$ cat config.mk
export PLATFORM = sky130hd
export DESIGN_NAME = sorted_list_insert_core
export DESIGN_NICKNAME = d
export VERILOG_FILES = /design/src/rtl/sli_pkg.sv /design/src/rtl/sorted_list_insert_core.sv /design/src/rtl/sli_cell.sv
export SDC_FILE = /design/constraint.sdc
export NUM_CORES = 2
export LEC_CHECK = 0
export ABC_AREA = 1
export BUFFER_PORTS_ARGS = -buffer_cell sky130_fd_sc_hd__buf_2
export CAP_MARGIN = 20
export CELL_PAD_IN_SITES_DETAIL_PLACEMENT = 1
export CELL_PAD_IN_SITES_GLOBAL_PLACEMENT = 2
export CORE_MARGIN = 3
export CORE_UTILIZATION = 39
export CTS_CLUSTER_DIAMETER = 100
export DETAILED_ROUTE_END_ITERATION = 6
export GPL_TIMING_DRIVEN = 1
export PLACE_DENSITY = 0.8
export SETUP_SLACK_MARGIN = 0.15
export SLEW_MARGIN = 20
export SYNTH_ARGS = -nofsm -noshare
export SYNTH_HDL_FRONTEND = slang
export SYNTH_SLANG_ARGS = --single-unit
$ cat constraint.sdc
create_clock -name clk -period 5.6 [get_ports clk]
set_input_delay 1.12 -clock clk [delete_from_list [all_inputs] [get_ports clk]]
set_output_delay 1.12 -clock clk [all_outputs]
set_load 0.05 [all_outputs]
$ cat src/rtl/sli_pkg.sv
// Shared constants and types for the sorted list insert block.
package sli_pkg;

    localparam int SLI_DEPTH = 32;
    localparam int ENTRY_W   = 32;
    localparam int POS_W     = 5;
    localparam int FILL_W    = 6;

    // Per-cycle control broadcast from the sequencer to every cell.
    typedef struct packed {
        logic                      ins;
        logic                      rot;
        logic signed [ENTRY_W-1:0] value;
    } sli_ctrl_t;

endpackage

$ cat src/rtl/sorted_list_insert_core.sv
// Top level of the sorted list insert block: cell chain plus run sequencer.
//
// Usage: the block holds an ascending list of signed 32-bit values, empty
// after reset. Each input transaction (in_valid/in_ready, field value) is
// inserted after every stored entry less than or equal to it, in the accept
// cycle itself. The block then emits the whole list as output transactions
// (out_valid/out_ready), smallest first: entry, position, last on the final
// entry, refused when the list was already full (the value is dropped and the
// unchanged list is emitted), and fill, the count after this insert.
// Timing: the insert happens in the accept cycle; then the chain of cells
// rotates once around the ring before the next input is taken. The first
// result is registered on the first rotation step after the insert. The
// rotation is what sets the rate: cell 0 is the only read port, and the
// ring must come full circle so every entry is back in place before the
// next insert.
// A stalled receiver holds the output register and freezes the rotation
// while results remain; the next input is taken as soon as the rotation ends,
// even with the final result still waiting. Reset empties the list at once.
module sorted_list_insert_core
    import sli_pkg::*;
#(
    parameter int DEPTH = SLI_DEPTH
)
(
    input  logic                      clk,
    input  logic                      rst_n,
    input  logic                      in_valid,
    output logic                      in_ready,
    input  logic signed [ENTRY_W-1:0] value,
    output logic                      out_valid,
    input  logic                      out_ready,
    output logic signed [ENTRY_W-1:0] entry,
    output logic [POS_W-1:0]          position,
    output logic                      last,
    output logic                      refused,
    output logic [FILL_W-1:0]         fill
);

    localparam int CW = $clog2(DEPTH + 1);

    typedef enum logic {ST_IDLE, ST_EMIT} state_t;

    state_t                    state_reg;
    logic [CW-1:0]             fill_reg;      // entries held
    logic [CW-1:0]             cnt_reg;       // rotation step in this run
    logic                      refused_reg;   // run flag, set at accept
    logic                      out_valid_reg;
    logic signed [ENTRY_W-1:0] entry_reg;
    logic [POS_W-1:0]          pos_reg;
    logic                      last_reg;
    logic                      refused_out_reg;
    logic [FILL_W-1:0]         fill_out_reg;

    logic                      accept;
    logic                      full;
    logic                      emitting;
    logic                      out_free;
    logic                      out_load;
    logic                      rot;
    sli_ctrl_t                 ctrl;

    logic signed [ENTRY_W-1:0] cell_entry [DEPTH];
    logic                      cell_gt    [DEPTH];

    assign in_ready = state_reg == ST_IDLE;
    assign accept   = in_valid && in_ready;
    assign full     = fill_reg == CW'(DEPTH);
    assign emitting = cnt_reg < fill_reg;
    assign out_free = !out_valid_reg || out_ready;
    // Steps past the fill count move garbage cells only and never wait.
    assign rot      = (state_reg == ST_EMIT) && (!emitting || out_free);
    // Cell 0 goes to the output register on every emitting step.
    assign out_load = rot && emitting;

    assign ctrl.ins   = accept && !full;
    assign ctrl.rot   = rot;
    assign ctrl.value = value;

    // Chain of cells: left neighbor feeds inserts, right neighbor feeds rotation.
    for (genvar i = 0; i < DEPTH; i++)
    begin : g_cell
        if (i == 0)
        begin : g_head
            sli_cell #(.IDX(i), .CW(CW)) u_cell (
                .clk         (clk),
                .ctrl        (ctrl),
                .fill        (fill_reg),
                .left_entry  (value),
                .left_gt     (1'b0),
                .right_entry (cell_entry[(i + 1) % DEPTH]),
                .entry       (cell_entry[i]),
                .gt          (cell_gt[i])
            );
        end
        else
        begin : g_body
            sli_cell #(.IDX(i), .CW(CW)) u_cell (
                .clk         (clk),
                .ctrl        (ctrl),
                .fill        (fill_reg),
                .left_entry  (cell_entry[i - 1]),
                .left_gt     (cell_gt[i - 1]),
                .right_entry (cell_entry[(i + 1) % DEPTH]),
                .entry       (cell_entry[i]),
                .gt          (cell_gt[i])
            );
        end
    end

    always_ff @(posedge clk or negedge rst_n)
    begin
        if (!rst_n)
        begin
            state_reg       <= ST_IDLE;
            fill_reg        <= '0;
            cnt_reg         <= '0;
            refused_reg     <= 1'b0;
            out_valid_reg   <= 1'b0;
            entry_reg       <= '0;
            pos_reg         <= '0;
            last_reg        <= 1'b0;
            refused_out_reg <= 1'b0;
            fill_out_reg    <= '0;
        end
        else
        begin
            out_valid_reg <= out_load || (out_valid_reg && !out_ready);

            unique case (state_reg)
                ST_IDLE:
                begin
                    if (accept)
                    begin
                        refused_reg <= full;
                        if (!full)
                            fill_reg <= fill_reg + 1'b1;
                        cnt_reg   <= '0;
                        state_reg <= ST_EMIT;
                    end
                end
                ST_EMIT:
                begin
                    if (rot)
                    begin
                        if (emitting)
                        begin
                            entry_reg       <= cell_entry[0];
                            pos_reg         <= POS_W'(cnt_reg);
                            last_reg        <= cnt_reg == fill_reg - 1'b1;
                            refused_out_reg <= refused_reg;
                            fill_out_reg    <= FILL_W'(fill_reg);
                        end
                        cnt_reg <= cnt_reg + 1'b1;
                        if (cnt_reg == CW'(DEPTH - 1))
                            state_reg <= ST_IDLE;
                    end
                end
                default:
                begin
                    state_reg <= ST_IDLE;
                end
            endcase
        end
    end

    assign out_valid = out_valid_reg;
    assign entry     = entry_reg;
    assign position  = pos_reg;
    assign last      = last_reg;
    assign refused   = refused_out_reg;
    assign fill      = fill_out_reg;

endmodule

$ cat src/rtl/sli_cell.sv
// One storage cell of the sorted chain: insert shift and emit rotation.
module sli_cell
    import sli_pkg::*;
#(
    parameter int IDX = 0,
    parameter int CW  = 6
)
(
    input  logic                      clk,
    input  sli_ctrl_t                 ctrl,
    input  logic [CW-1:0]             fill,
    input  logic signed [ENTRY_W-1:0] left_entry,
    input  logic                      left_gt,
    input  logic signed [ENTRY_W-1:0] right_entry,
    output logic signed [ENTRY_W-1:0] entry,
    output logic                      gt
);

    logic signed [ENTRY_W-1:0] entry_reg;
    logic signed [ENTRY_W-1:0] entry_next;
    logic                      occupied;
    logic                      at_fill;

    assign occupied = CW'(IDX) < fill;
    assign at_fill  = fill == CW'(IDX);
    assign gt       = occupied && ($signed(entry_reg) > $signed(ctrl.value));

    always_comb
    begin
        entry_next = entry_reg;
        if (ctrl.ins)
        begin
            if (left_gt)
                entry_next = left_entry;      // shift up behind the new value
            else if (gt || at_fill)
                entry_next = ctrl.value;      // first slot past the upper bound
        end
        else if (ctrl.rot)
        begin
            entry_next = right_entry;         // ring rotates toward cell 0
        end
    end

    always_ff @(posedge clk)
    begin
        entry_reg <= entry_next;
    end

    assign entry = entry_reg;

endmodule

==> results.toml <==
[floorplan]
start_util_pct = 39.4
die_w_um = 478
io_pins = 83
core_area_mm2 = 0.221
die-area_mm2 = 0.229
num_rows = 172
die_y_um = 478

[timing]
setup_viol = 0
setup_tns_ps = 0
maxSlewHeadroom_pct = 21.5
hold_viol = 0
max_freq_ghz = 0.220
drv_slew = 0
grt_setup_unrepaired = "no"
period_share_pct = 81.3
period_needed_ps = 4550
worst_pin_slew_ps = 1180
clock_skew_ps = 36.5

[detailed_routing]
ant_nets = 0
firstDrtPassIters = 6
finalWirelength_um = 421000
drc = 0
via_count = 86800
routed_via_density = 5.87
drt_iter0_markers = 7877
wl_per_cell_um = 28.5

[critical_path]
cp-start-kind = "flop"
end_kind = "flop"
crit_slowest_cell = "buf_4"
path_delay_family = "buffers and inverters"
r2r-end = "g_cell[16].g_body.u_cell.entry[8]$_DFFE_PP_"
critPathArrivalTime_ps = 5220
critPathKind = "reg2reg"
worstPathCellList = "inv_1, ha_1, inv_1, nor2_2, inv_2, nor3_2, nor2_4, inv_8, buf_4, buf_4, nand2_1, nand2_1"
critPathRequiredTime_ps = 6260
regToRegSetupSlack_ps = 1050
r2r_start = "fill_reg[0]$_DFFE_PN0P_"
max_stage_delay_ps = 870
cp_max_fo = 87
worst-path-buf-inv = 6
cp.depth = 12
r2r_cells = 12

[yosys]
yosysMostFrequentCell = "nand2_1"
syn_avg_cell_area_um2 = 7.39
synth_top_area_share_pct = 35.4
yosys-top-cells-count = "nand2_1 (4166), nand3_1 (1534), inv_1 (1339), ha_1 (1035), edfxtp_1 (1024)"
ys_types = 42
syn_nets = 12800
synth_seq_cells = 1084
synth.yosys.seq_area_share_pct = 37.1
ys.flop_type = "edfxtp_1"
synthCells = 11800
ys_warn_count = 0
synth_top_cell_by_area = "edfxtp_1"
synth_area_mm2 = 0.0869
async_reset_ff_share_pct = 5.54
synthTopCellsByArea = "edfxtp_1 (35%), nand2_1 (18%), ha_1 (15%)"
synth_edf_count = 1024

[finish]
nFillCells = 27400
drive_gt1_share_pct = 6.69
post-route-util_pct = 43.9
layout.nets = 12800
multi_input_area_mm2 = 0.0468
final-seq-area_mm2 = 0.0323
largest_register_ffs = 992
areaGrowthSynthToFinish_pct = 11.3

[place]
dp_hpwl_um = 315000
io_buffer_count = 82
gp_congestion = 1.03

[clocking]
post_cts_resized = 0
cts_tree = "done"
numCtsBuffers = 147
clockBufferDepth = 3
clkTransAtPathRegs_ps = 60
clock_latency_ps = 830
clockRootBuffer = "clkbuf_16"
postCtsSetupBuffers = 0
htree_levels = 4
holdBufCountCts = 0
clock_sinks = 1084

[grt]
grt_pass1_vias = 89600
grt_pass1_wl_um = 610000
antenna_found_initial = 15
grt-ovfl-total = 0
grt_use_total_pct = 35.9
grt_max_degree = 186

[hold_path]
hold_path_class = "in2async"

[run]
cap_violations = 0

[outcome]
status = "completed"

[power]
power_density_mw_per_mm2 = 663
ir_drop_mv = 0.352
p_leak_nw = 48.7
==> where the power goes <==
group / leakage, nW / total (mW) / switching [mW] / internal [mW]
Sequential: 11.5 / 21.5 / 5.93 / 15.6
Combinational: 34.9 / 32.8 / 23.1 / 9.70
Clock: 2.38 / 9.89 / 4.09 / 5.80
Total: 48.7 / 64.1 / 33.1 / 31.1
==> stage by stage <==
stage	total power [mW]	std cells	setup WS [ps]	area [um^2]	hold WS, ps
finish	64.1	14800	1050	96700	393
global route	68.4	14800	881	96700	437
CTS	63.8	14800	1170	96700	381
detailed placement	53.7	14500	705	91800	467
global placement	52.4	14500	708	91800	462
floorplan	39.3	11800	168	86900	478
==> layer usage <==
layer / up-vias / GRT usage, % / wire length [um]
met1: 43100 / 42.1 / 162000
met3: 1163 / 5.97 / 26200
met5: - / 0 / 126
met2: 3277 / 60.5 / 200000
li1: 39300 / - / -
met4: 18 / 23.4 / 32300
==> final cells by class <==
class	count	area share, %
antenna	14	0.0362
clock buffer	186	4.10
clock inverter	84	0.927
inverter	1351	5.33
multi-input combinational	8650	48.4
sequential	1084	33.3
tap	2958	3.83
timing repair buffer	458	4.08
==> cell families after synthesis <==
kind of cell	synth area share (%)
buffers and inverters	9.22
AND/OR/NAND/NOR	33.8
flip-flops	37.1
adder cells (fa/ha/maj)	14.9
AO/OA/AOI/OAI	4.91
XOR/XNOR	0.0806
==> cells in the final DEF, fill, tap and decap left out, types with 11 or more instances in the layout <==
| master | instances |
|---|---|
| a21oi_2 | 13 |
| nor2_1 | 375 |
| dfrtp_1 | 60 |
| inv_4 | 28 |
| o21a_1 | 35 |
| nor3_1 | 25 |
| a21boi_0 | 16 |
| ha_1 | 1034 |
| clkinv_1 | 29 |
| diode_2 | 14 |
| inv_1 | 1307 |
| nor2_2 | 33 |
| buf_4 | 321 |
| bufinv_16 | 17 |
| edfxtp_1 | 1024 |
| buf_12 | 56 |
| inv_2 | 11 |
| o21ai_0 | 213 |
| nand3_1 | 1534 |
| clkinv_2 | 26 |
| a21o_1 | 18 |
| clkbuf_16 | 151 |
| nand2_1 | 4165 |
| a21oi_1 | 449 |
| nand4_1 | 675 |
| clkbuf_1 | 29 |
| buf_2 | 80 |
==> worst register-to-register path: stages (launching register included) <==
cell     delay (ps)
dfrtp_1         500
inv_1           370
ha_1            260
inv_1            80
nor2_2          230
inv_2            70
nor3_2          180
nor2_4           80
inv_8           250
buf_4           840
buf_4           910
nand2_1         460
nand2_1         170
==> how the worst max path moves through the flow <==
stage	startpoint	end	slack, ps
6_report	fill_reg[0]$_DFFE_PN0P_	g_cell[16].g_body.u_cell.entry[8]$_DFFE_PP_	1050
5_1_grt	fill_reg[5]$_DFFE_PN0P_	g_cell[22].g_body.u_cell.entry[29]$_DFFE_PP_	880
4_1_cts	fill_reg[0]$_DFFE_PN0P_	g_cell[16].g_body.u_cell.entry[8]$_DFFE_PP_	1170
3_5_place_dp	value[3]	g_cell[7].g_body.u_cell.entry[26]$_DFFE_PP_	700
3_3_place_gp	value[3]	g_cell[7].g_body.u_cell.entry[24]$_DFFE_PP_	710
2_1_floorplan	value[31]	g_cell[15].g_body.u_cell.entry[0]$_DFFE_PP_	170
(Power assumes the default switching activity.)
